`src/rtl/wav_header_chunk_parser_macros.svh`:
```
// ----------------------------------------------------------------------------
// wav_header_chunk_parser_macros.svh
// Assertion macros shared by the parser RTL.
// ----------------------------------------------------------------------------
`ifndef WAV_HEADER_CHUNK_PARSER_MACROS_SVH
`define WAV_HEADER_CHUNK_PARSER_MACROS_SVH

// Property checked on every clock edge outside reset.
`define WAVHP_ASSERT(lbl, prop, msg) \
  lbl: assert property (@(posedge clk) disable iff (rst) prop) else $error(msg);

// Condition in one cycle implies a condition in the next.
`define WAVHP_ASSERT_NEXT(lbl, ante, cons, msg) \
  lbl: assert property (@(posedge clk) disable iff (rst) (ante) |=> (cons)) else $error(msg);

`endif

```
`src/rtl/wavhp_pkg.sv`:
```
// ----------------------------------------------------------------------------
// wavhp_pkg
// Types and constants for the WAV header chunk parser.
// ----------------------------------------------------------------------------
package wavhp_pkg;

  localparam int WINDOW_BYTES_DEF = 1024;

  // chunk ids, first byte in low bits
  localparam logic [31:0] ID_FMT  = 32'h2074_6D66;
  localparam logic [31:0] ID_DATA = 32'h6174_6164;

  // parse phases
  localparam logic [2:0] PH_IDLE      = 3'd0;
  localparam logic [2:0] PH_RIFF      = 3'd1;
  localparam logic [2:0] PH_HDR_FMT   = 3'd2;
  localparam logic [2:0] PH_HDR_DATA  = 3'd3;
  localparam logic [2:0] PH_FMT_BODY  = 3'd4;
  localparam logic [2:0] PH_SKIP_FMT  = 3'd5;
  localparam logic [2:0] PH_SKIP_DATA = 3'd6;
  localparam logic [2:0] PH_DONE      = 3'd7;

  // result status codes
  localparam logic [1:0] ST_DATA_FOUND = 2'd0;
  localparam logic [1:0] ST_NOT_FOUND  = 2'd1;
  localparam logic [1:0] ST_EARLY_END  = 2'd2;
  localparam logic [1:0] ST_FMT_SHORT  = 2'd3;

  typedef struct packed {
    logic [7:0] byte_value;
    logic       first_byte;
    logic       final_byte;
  } item_t;

  typedef struct packed {
    logic [1:0]  status;
    logic [31:0] riff_size;
    logic [31:0] form_word;
    logic [31:0] fmt_size;
    logic [15:0] format_tag;
    logic [15:0] channel_count;
    logic [31:0] sample_rate;
    logic [31:0] byte_rate;
    logic [15:0] block_align;
    logic [15:0] bits_per_sample;
    logic [31:0] data_size;
  } result_t;

endpackage

```
`src/rtl/wavhp_in_reg.sv`:
```
// ----------------------------------------------------------------------------
// wavhp_in_reg
// Input register: holds one byte request until the parser takes it.
// ----------------------------------------------------------------------------
module wavhp_in_reg (
  input  logic            clk,
  input  logic            rst,
  input  logic            in_valid,
  output logic            in_ready,
  input  wavhp_pkg::item_t in_item,
  input  logic            advance,
  output logic            step,
  output wavhp_pkg::item_t item
);

  logic held;

  assign step     = held && advance;
  assign in_ready = !held || advance;

  always_ff @(posedge clk) begin
    if (rst) begin
      held <= 1'b0;
    end else if (in_valid && in_ready) begin
      held <= 1'b1;
    end else if (advance) begin
      held <= 1'b0;
    end
  end

  always_ff @(posedge clk) begin
    if (rst) begin
      item <= '0;
    end else if (in_valid && in_ready) begin
      item <= in_item;
    end
  end

endmodule

```
`src/rtl/wavhp_core.sv`:
```
// ----------------------------------------------------------------------------
// wavhp_core
// Per-byte parse state: RIFF header, chunk walk, fmt capture, result decision.
// ----------------------------------------------------------------------------
module wavhp_core #(
  parameter int WINDOW_BYTES = wavhp_pkg::WINDOW_BYTES_DEF
) (
  input  logic               clk,
  input  logic               rst,
  input  logic               step,
  input  wavhp_pkg::item_t   item,
  output logic               res_valid,
  output wavhp_pkg::result_t res
);

  localparam int POS_W = $clog2(WINDOW_BYTES) + 1;
  localparam int LIMIT = WINDOW_BYTES - 8;

  logic [2:0]       phase, phase_next;
  logic [POS_W-1:0] pos, pos_next, b_pos;
  logic [3:0]       hcnt, hcnt_next, b_hcnt;
  logic [31:0]      id_sh, id_next, b_id;
  logic [31:0]      size_sh, size_next, b_size;
  logic [POS_W-1:0] skip, skip_next, b_skip;
  logic [31:0]      f_riff, f_form, f_fsize, f_rate, f_brate;
  logic [15:0]      f_tag, f_chan, f_align, f_bits;
  logic [31:0]      f_riff_next, f_form_next, f_fsize_next, f_rate_next, f_brate_next;
  logic [15:0]      f_tag_next, f_chan_next, f_align_next, f_bits_next;

  logic [2:0]  eff_phase;
  logic [31:0] sz_in, id_in;
  logic [33:0] next_hdr;
  logic        want_data, beyond;
  logic        emit;
  logic [1:0]  emit_status;
  logic [31:0] emit_dsize;

  always_comb begin
    eff_phase = item.first_byte ? wavhp_pkg::PH_RIFF : phase;
    // a new file starts from cleared state
    b_pos  = item.first_byte ? '0 : pos;
    b_hcnt = item.first_byte ? '0 : hcnt;
    b_id   = item.first_byte ? '0 : id_sh;
    b_size = item.first_byte ? '0 : size_sh;
    b_skip = item.first_byte ? '0 : skip;

    sz_in     = {item.byte_value, b_size[31:8]};
    id_in     = {item.byte_value, b_id[31:8]};
    next_hdr  = {{(34-POS_W){1'b0}}, b_pos} + 34'd8 + {2'b00, sz_in};
    beyond    = next_hdr > 34'(LIMIT);
    want_data = (eff_phase == wavhp_pkg::PH_HDR_DATA);

    phase_next   = eff_phase;
    pos_next     = b_pos;
    hcnt_next    = b_hcnt;
    id_next      = b_id;
    size_next    = b_size;
    skip_next    = b_skip;
    f_riff_next  = item.first_byte ? '0 : f_riff;
    f_form_next  = item.first_byte ? '0 : f_form;
    f_fsize_next = item.first_byte ? '0 : f_fsize;
    f_tag_next   = item.first_byte ? '0 : f_tag;
    f_chan_next  = item.first_byte ? '0 : f_chan;
    f_rate_next  = item.first_byte ? '0 : f_rate;
    f_brate_next = item.first_byte ? '0 : f_brate;
    f_align_next = item.first_byte ? '0 : f_align;
    f_bits_next  = item.first_byte ? '0 : f_bits;
    emit         = 1'b0;
    emit_status  = wavhp_pkg::ST_DATA_FOUND;
    emit_dsize   = '0;

    unique case (eff_phase)
      wavhp_pkg::PH_RIFF: begin
        size_next = sz_in;
        if (b_hcnt == 4'd7) begin
          f_riff_next = sz_in;
        end
        if (b_hcnt == 4'd11) begin
          f_form_next = sz_in;
          pos_next    = POS_W'(12);
          hcnt_next   = '0;
          phase_next  = wavhp_pkg::PH_HDR_FMT;
        end else begin
          hcnt_next = b_hcnt + 4'd1;
        end
      end
      wavhp_pkg::PH_HDR_FMT, wavhp_pkg::PH_HDR_DATA: begin
        if (b_hcnt < 4'd4) begin
          id_next = id_in;
        end else begin
          size_next = sz_in;
        end
        hcnt_next = b_hcnt + 4'd1;
        if (b_hcnt == 4'd7) begin
          // id is complete, size completes with this byte
          if (b_id == (want_data ? wavhp_pkg::ID_DATA : wavhp_pkg::ID_FMT)) begin
            if (want_data) begin
              emit        = 1'b1;
              emit_status = wavhp_pkg::ST_DATA_FOUND;
              emit_dsize  = sz_in;
            end else begin
              f_fsize_next = sz_in;
              if (sz_in < 32'd16) begin
                emit        = 1'b1;
                emit_status = wavhp_pkg::ST_FMT_SHORT;
              end else if (beyond) begin
                emit        = 1'b1;
                emit_status = wavhp_pkg::ST_NOT_FOUND;
              end else begin
                pos_next   = next_hdr[POS_W-1:0];
                skip_next  = POS_W'(sz_in - 32'd16);
                hcnt_next  = '0;
                phase_next = wavhp_pkg::PH_FMT_BODY;
              end
            end
          end else if (b_pos >= POS_W'(LIMIT) || beyond) begin
            emit        = 1'b1;
            emit_status = wavhp_pkg::ST_NOT_FOUND;
          end else begin
            pos_next  = next_hdr[POS_W-1:0];
            skip_next = sz_in[POS_W-1:0];
            hcnt_next = '0;
            if (sz_in == 32'd0) begin
              phase_next = want_data ? wavhp_pkg::PH_HDR_DATA : wavhp_pkg::PH_HDR_FMT;
            end else begin
              phase_next = want_data ? wavhp_pkg::PH_SKIP_DATA : wavhp_pkg::PH_SKIP_FMT;
            end
          end
        end
      end
      wavhp_pkg::PH_FMT_BODY: begin
        size_next = sz_in;
        unique case (b_hcnt)
          4'd1:    f_tag_next   = sz_in[31:16];
          4'd3:    f_chan_next  = sz_in[31:16];
          4'd7:    f_rate_next  = sz_in;
          4'd11:   f_brate_next = sz_in;
          4'd13:   f_align_next = sz_in[31:16];
          4'd15:   f_bits_next  = sz_in[31:16];
          default: ;
        endcase
        if (b_hcnt == 4'd15) begin
          hcnt_next  = '0;
          phase_next = (b_skip == '0) ? wavhp_pkg::PH_HDR_DATA : wavhp_pkg::PH_SKIP_DATA;
        end else begin
          hcnt_next = b_hcnt + 4'd1;
        end
      end
      wavhp_pkg::PH_SKIP_FMT, wavhp_pkg::PH_SKIP_DATA: begin
        if (b_skip != '0) begin
          skip_next = b_skip - POS_W'(1);
        end
        if (b_skip <= POS_W'(1)) begin
          hcnt_next  = '0;
          phase_next = (eff_phase == wavhp_pkg::PH_SKIP_DATA) ?
                       wavhp_pkg::PH_HDR_DATA : wavhp_pkg::PH_HDR_FMT;
        end
      end
      wavhp_pkg::PH_IDLE, wavhp_pkg::PH_DONE: begin
        phase_next = eff_phase;
      end
    endcase

    // end of stream with no decision yet
    if (!emit && item.final_byte &&
        eff_phase != wavhp_pkg::PH_IDLE && eff_phase != wavhp_pkg::PH_DONE) begin
      emit        = 1'b1;
      emit_status = wavhp_pkg::ST_EARLY_END;
      emit_dsize  = '0;
    end
    if (emit) begin
      phase_next = wavhp_pkg::PH_DONE;
    end
  end

  assign res_valid           = step && emit;
  assign res.status          = emit_status;
  assign res.riff_size       = f_riff_next;
  assign res.form_word       = f_form_next;
  assign res.fmt_size        = f_fsize_next;
  assign res.format_tag      = f_tag_next;
  assign res.channel_count   = f_chan_next;
  assign res.sample_rate     = f_rate_next;
  assign res.byte_rate       = f_brate_next;
  assign res.block_align     = f_align_next;
  assign res.bits_per_sample = f_bits_next;
  assign res.data_size       = emit_dsize;

  always_ff @(posedge clk) begin
    if (rst) begin
      phase <= wavhp_pkg::PH_IDLE;
      hcnt  <= '0;
      pos   <= '0;
      skip  <= '0;
    end else if (step) begin
      phase <= phase_next;
      hcnt  <= hcnt_next;
      pos   <= pos_next;
      skip  <= skip_next;
    end
  end

  always_ff @(posedge clk) begin
    if (step) begin
      id_sh   <= id_next;
      size_sh <= size_next;
      f_riff  <= f_riff_next;
      f_form  <= f_form_next;
      f_fsize <= f_fsize_next;
      f_tag   <= f_tag_next;
      f_chan  <= f_chan_next;
      f_rate  <= f_rate_next;
      f_brate <= f_brate_next;
      f_align <= f_align_next;
      f_bits  <= f_bits_next;
    end
  end

endmodule

```
`src/rtl/wavhp_out_reg.sv`:
```
// ----------------------------------------------------------------------------
// wavhp_out_reg
// Result register: holds one result request until the receiver takes it.
// ----------------------------------------------------------------------------
module wavhp_out_reg (
  input  logic               clk,
  input  logic               rst,
  input  logic               load,
  input  wavhp_pkg::result_t load_res,
  input  logic               out_ready,
  output logic               out_valid,
  output logic               free,
  output wavhp_pkg::result_t res
);

  assign free = !out_valid || out_ready;

  always_ff @(posedge clk) begin
    if (rst) begin
      out_valid <= 1'b0;
    end else if (load) begin
      out_valid <= 1'b1;
    end else if (out_ready) begin
      out_valid <= 1'b0;
    end
  end

  always_ff @(posedge clk) begin
    if (load) begin
      res <= load_res;
    end
  end

endmodule

```
`src/rtl/wav_header_chunk_parser.sv`:
```
// ----------------------------------------------------------------------------
// wav_header_chunk_parser
// Byte-stream WAV header parser: RIFF header, chunk walk to fmt and data.
// ----------------------------------------------------------------------------
// Input channel (in_valid/in_ready) carries one file byte per request, with
// first_byte marking offset 0 of a file and final_byte its last byte.
// Output channel (out_valid/out_ready) carries at most one result per file:
// status plus the RIFF size, form word, fmt fields and data chunk size.
// Throughput: one byte per cycle, sustained, while the receiver keeps up.
// The byte that decides a result is held in the input register, and the result
// is loaded from it into the result register, where the receiver can take it.
// The per-byte work is one shift, a 34-bit add and compare for the next chunk
// header offset, and a capture into the field registers.
// Reset puts the parser idle; bytes are ignored until one has first_byte.
// When the receiver stalls with a result pending, the held byte waits in the
// input register and in_ready drops once that register is occupied.
// ----------------------------------------------------------------------------
module wav_header_chunk_parser #(
  parameter int WINDOW_BYTES = wavhp_pkg::WINDOW_BYTES_DEF
) (
  input  logic        clk,
  input  logic        rst,
  input  logic        in_valid,
  output logic        in_ready,
  input  logic [7:0]  byte_value,
  input  logic        first_byte,
  input  logic        final_byte,
  output logic        out_valid,
  input  logic        out_ready,
  output logic [1:0]  status,
  output logic [31:0] riff_size,
  output logic [31:0] form_word,
  output logic [31:0] fmt_size,
  output logic [15:0] format_tag,
  output logic [15:0] channel_count,
  output logic [31:0] sample_rate,
  output logic [31:0] byte_rate,
  output logic [15:0] block_align,
  output logic [15:0] bits_per_sample,
  output logic [31:0] data_size
);

  `include "wav_header_chunk_parser_macros.svh"

  wavhp_pkg::item_t   in_item, item;
  wavhp_pkg::result_t core_res, res;
  logic               step, free, res_valid;

  assign in_item.byte_value = byte_value;
  assign in_item.first_byte = first_byte;
  assign in_item.final_byte = final_byte;

  wavhp_in_reg u_in (
    .clk      (clk),
    .rst      (rst),
    .in_valid (in_valid),
    .in_ready (in_ready),
    .in_item  (in_item),
    .advance  (free),
    .step     (step),
    .item     (item)
  );

  wavhp_core #(
    .WINDOW_BYTES (WINDOW_BYTES)
  ) u_core (
    .clk       (clk),
    .rst       (rst),
    .step      (step),
    .item      (item),
    .res_valid (res_valid),
    .res       (core_res)
  );

  wavhp_out_reg u_out (
    .clk       (clk),
    .rst       (rst),
    .load      (res_valid),
    .load_res  (core_res),
    .out_ready (out_ready),
    .out_valid (out_valid),
    .free      (free),
    .res       (res)
  );

  assign status          = res.status;
  assign riff_size       = res.riff_size;
  assign form_word       = res.form_word;
  assign fmt_size        = res.fmt_size;
  assign format_tag      = res.format_tag;
  assign channel_count   = res.channel_count;
  assign sample_rate     = res.sample_rate;
  assign byte_rate       = res.byte_rate;
  assign block_align     = res.block_align;
  assign bits_per_sample = res.bits_per_sample;
  assign data_size       = res.data_size;

  `WAVHP_ASSERT(a_result_from_step, ($rose(out_valid) |-> $past(step)), "result without byte")
  `WAVHP_ASSERT(a_ready_low, (!in_ready |-> (out_valid && !out_ready)), "ready low w/o stall")
  `WAVHP_ASSERT_NEXT(a_taken, out_valid && out_ready && !res_valid, !out_valid, "result repeated")

endmodule

```
`config.mk`:
```
export PLATFORM = sky130hd
export DESIGN_NAME = wav_header_chunk_parser
export DESIGN_NICKNAME = d
export VERILOG_FILES = /design/src/rtl/wavhp_pkg.sv /design/src/rtl/wavhp_in_reg.sv /design/src/rtl/wavhp_core.sv /design/src/rtl/wavhp_out_reg.sv /design/src/rtl/wav_header_chunk_parser.sv
export VERILOG_INCLUDE_DIRS = /design/src /design/src/rtl
export SDC_FILE = /design/constraint.sdc
export NUM_CORES = 1
export LEC_CHECK = 0
export BUFFER_PORTS_ARGS = -buffer_cell sky130_fd_sc_hd__buf_2
export CORE_UTILIZATION = 50
export DETAILED_ROUTE_END_ITERATION = 6
export GPL_TIMING_DRIVEN = 0
export HOLD_SLACK_MARGIN = 0.1
export PLACE_DENSITY = 0.7
export SYNTH_ARGS = -nofsm -noshare
export SYNTH_HDL_FRONTEND = slang
export SYNTH_SLANG_ARGS = --single-unit
```
`constraint.sdc`:
```
create_clock -name clk -period 32.7 [get_ports clk]
set_clock_uncertainty 0.15 [all_clocks]
set_input_delay 6.54 -clock clk [delete_from_list [all_inputs] [get_ports clk]]
set_output_delay 6.54 -clock clk [all_outputs]
set_load 0.005 [all_outputs]
```
==> impl_metrics.ini <==
[global_routing]
track_usage = 0.294
first_global_vias = 18500
grt_max_degree = 62
antenna_found_initial = 0
grt_overflow_total = 0
grt_pass1_wl_mm = 112

[setup_path]
critPathCaptureType = output pin
worstPathRequired_ns = 26.01
cp_max_fo = 10
start_kind = primary input
r2r_cells = 23
r2r_setup_slack_ns = 23.74
worstPathArrival_ns = 7.33
r2r-end = u_out.res[239]$_DFFE_PP_
path_cells = buf_2, nor2b_1, nand2_1, clkbuf_1, buf_2
critPathMaxStageDelay_ns = 0.22
r2r_start = u_in.item[1]$_SDFFE_PP0P_
path_class = in -> out
cp_common_cell = buf_2
critPathSlowestCell = clkbuf_1

[route]
drtAntennaViolNets = 0
vias = 19300
drt_first_pass_iters = 6
drc = 0
wirelength_mm = 75.7
vias_per_cell = 5.88
wl_per_cell_um = 23.1
first_iter_violations = 1939

[synthesis]
synth_top_area_frac = 0.642
syn_area_um2 = 25200
synth-async-reset-ratio = 0
syn_area_per_cell_um2 = 11.3
ys_seq_elements = 579
synthTopCellsByCount = nand2_1, edfxtp_1, a21oi_1
yosysSeqAreaShare = 0.674
yosys_warnings = 0
yosys-top-cells-area = edfxtp_1, nand2_1, a21oi_1, dfxtp_1, clkbuf_1
synth_most_common_cell = nand2_1
synth-edff-count = 538
synth_cells = 2226
syn-num-nets = 2263
synth_cell_type_count = 89
yosys_most_used_dff = edfxtp_1
yosysTopAreaCell = edfxtp_1

[clock_network]
post_cts_buffers = 0
cts-resized-gates = 0
clk_pin_slew_ns = 0.06
clock_latency_ns = 0.62
cts_hold_buf = 0
clockBufferDepth = 3
root_buffer = clkbuf_16
htreeDepth = 2
cts.sink_count = 579
cts_buffers = 58
cts_tree = built

[sta]
finalHoldViolCount = 0
fin_crit_ns = 14.02
fmax_ghz = 0.0713
final_max_slew_viol_count = 0
tightest_slew_ns = 1.16
setup_viol = 0
max_slew_margin = 0.230
rsz0062_at_grt = no
tns_ns = 0
period_share = 0.429

[run_status]
outcome = complete, no violations

[flow_run]
drv_cap = 0

[power]
power_w = 0.00161
power.density_nw_per_um2 = 54.6
leakage_nw = 10.8
ir_drop_v = 0.0000414

[worst_hold_path]
hold_class = reg -> reg
holdPathEnd = u_in.item[0]$_SDFFE_PP0P_
hold_depth = 2
min-delay-start = u_in.item[0]$_SDFFE_PP0P_

[placed_design]
placed_cell_area_um2 = 27700
gp_congestion = 0.935
place_hpwl_mm = 52.6
portBuffers = 272

[die]
io_pins = 274
dieArea_um2 = 51200
fp-row-count = 81
die_h_um = 226
die_w_um = 226
core-area_um2 = 49300
start_util = 0.511

[cells_and_area]
final_area_um2 = 29500
syn_to_final_growth_pct = 17.4
drive_above_1_share = 0.160
final_nets = 2610
==> sequential cells by signal (all words and copies together) (netlist names), 11 cells and up <==
name            cells
u_core.f_align     16
u_core.f_riff      32
u_core.id_sh       32
u_core.skip        11
u_core.pos         11
u_core.f_chan      16
u_core.f_brate     32
u_core.f_fsize     32
u_core.f_bits      16
u_core.size_sh     24
u_core.f_rate      32
u_out.res         258
u_core.f_form      32
u_core.f_tag       16
==> cells in the final DEF (no fill, tap or decap), types with 10 or more instances in the layout <==
cell / count
dfxtp_1: 41
buf_2: 281
nor2b_1: 13
nand2b_1: 13
nor3_1: 17
a21oi_1: 226
clkbuf_1: 145
ha_1: 22
edfxtp_1: 538
a31oi_1: 11
mux2i_1: 18
nor4_1: 10
and3_1: 25
xnor2_1: 13
clkinv_2: 11
inv_1: 28
nand2_1: 611
nand3_1: 102
o21ai_0: 99
clkinv_1: 19
clkbuf_16: 58
nor2_1: 91
==> stage by stage <==
stage / setup WS [ns] / utilization / hold WS, ns / instances
after floorplan: 12.16 / - / 0.281 / 2226
after global placement: 6.34 / 0.556 / 0.301 / 3162
after detailed placement: 18.70 / 0.562 / 0.308 / 3176
after CTS: 18.70 / 0.600 / 0.323 / 3283
after global routing: 18.53 / 0.600 / 0.342 / 3284
final: 18.68 / 0.600 / 0.321 / 3285
==> routing by layer <==
| metal | global-route usage | vias up | share of wire |
|---|---|---|---|
| met5 | 0 | - | 0 |
| met4 | 0.139 | 0 | 0.047 |
| met3 | 0.0731 | 188 | 0.091 |
| met2 | 0.453 | 934 | 0.46 |
| met1 | 0.391 | 9479 | 0.41 |
| li1 | - | 8714 | - |
==> final cells by class <==
class	count	area [um2]
Fill cell	3979	19700
Sequential cell	579	17000
Multi-Input combinational cell	1452	7440
Timing Repair Buffer	287	1690
Clock buffer	62	1470
Tap cell	664	831
Buffer	166	662
Clock inverter	45	370
Inverter	29	109
Antenna cell	1	2.50
==> worst max path at each step <==
| stage | from | endpoint | slack, ns |
|---|---|---|---|
| detailed placement | out_ready | in_ready | 18.70 |
| global placement | out_ready | u_out.res[144]$_DFFE_PP_ | 6.34 |
| CTS | out_ready | in_ready | 18.70 |
| global route | out_ready | in_ready | 18.53 |
| floorplan | out_ready | u_out.res[0]$_SDFFCE_PP0P_ | 12.16 |
| finish | out_ready | in_ready | 18.68 |
==> report_power, final <==
part	total (W)	internal (W)	switching, W
clock	0.000646	0.000363	0.000282
combinational	0.000118	0.0000333	0.0000843
sequential	0.000849	0.000838	0.0000109
==> logic make-up after synthesis <==
group,synth area share
xor+xnor,0.00591
simple gates,0.165
buf+inv,0.0305
mux,0.00716
flops,0.674
fa+ha+maj,0.0117
compound gates,0.105
==> worst max-delay path, delay by kind of cell <==
family,cells,cell delay (ns)
AND/OR/NAND/NOR,2,0.28
buffers and inverters,3,0.50
Note: power is estimated with default switching activity, not from simulation.
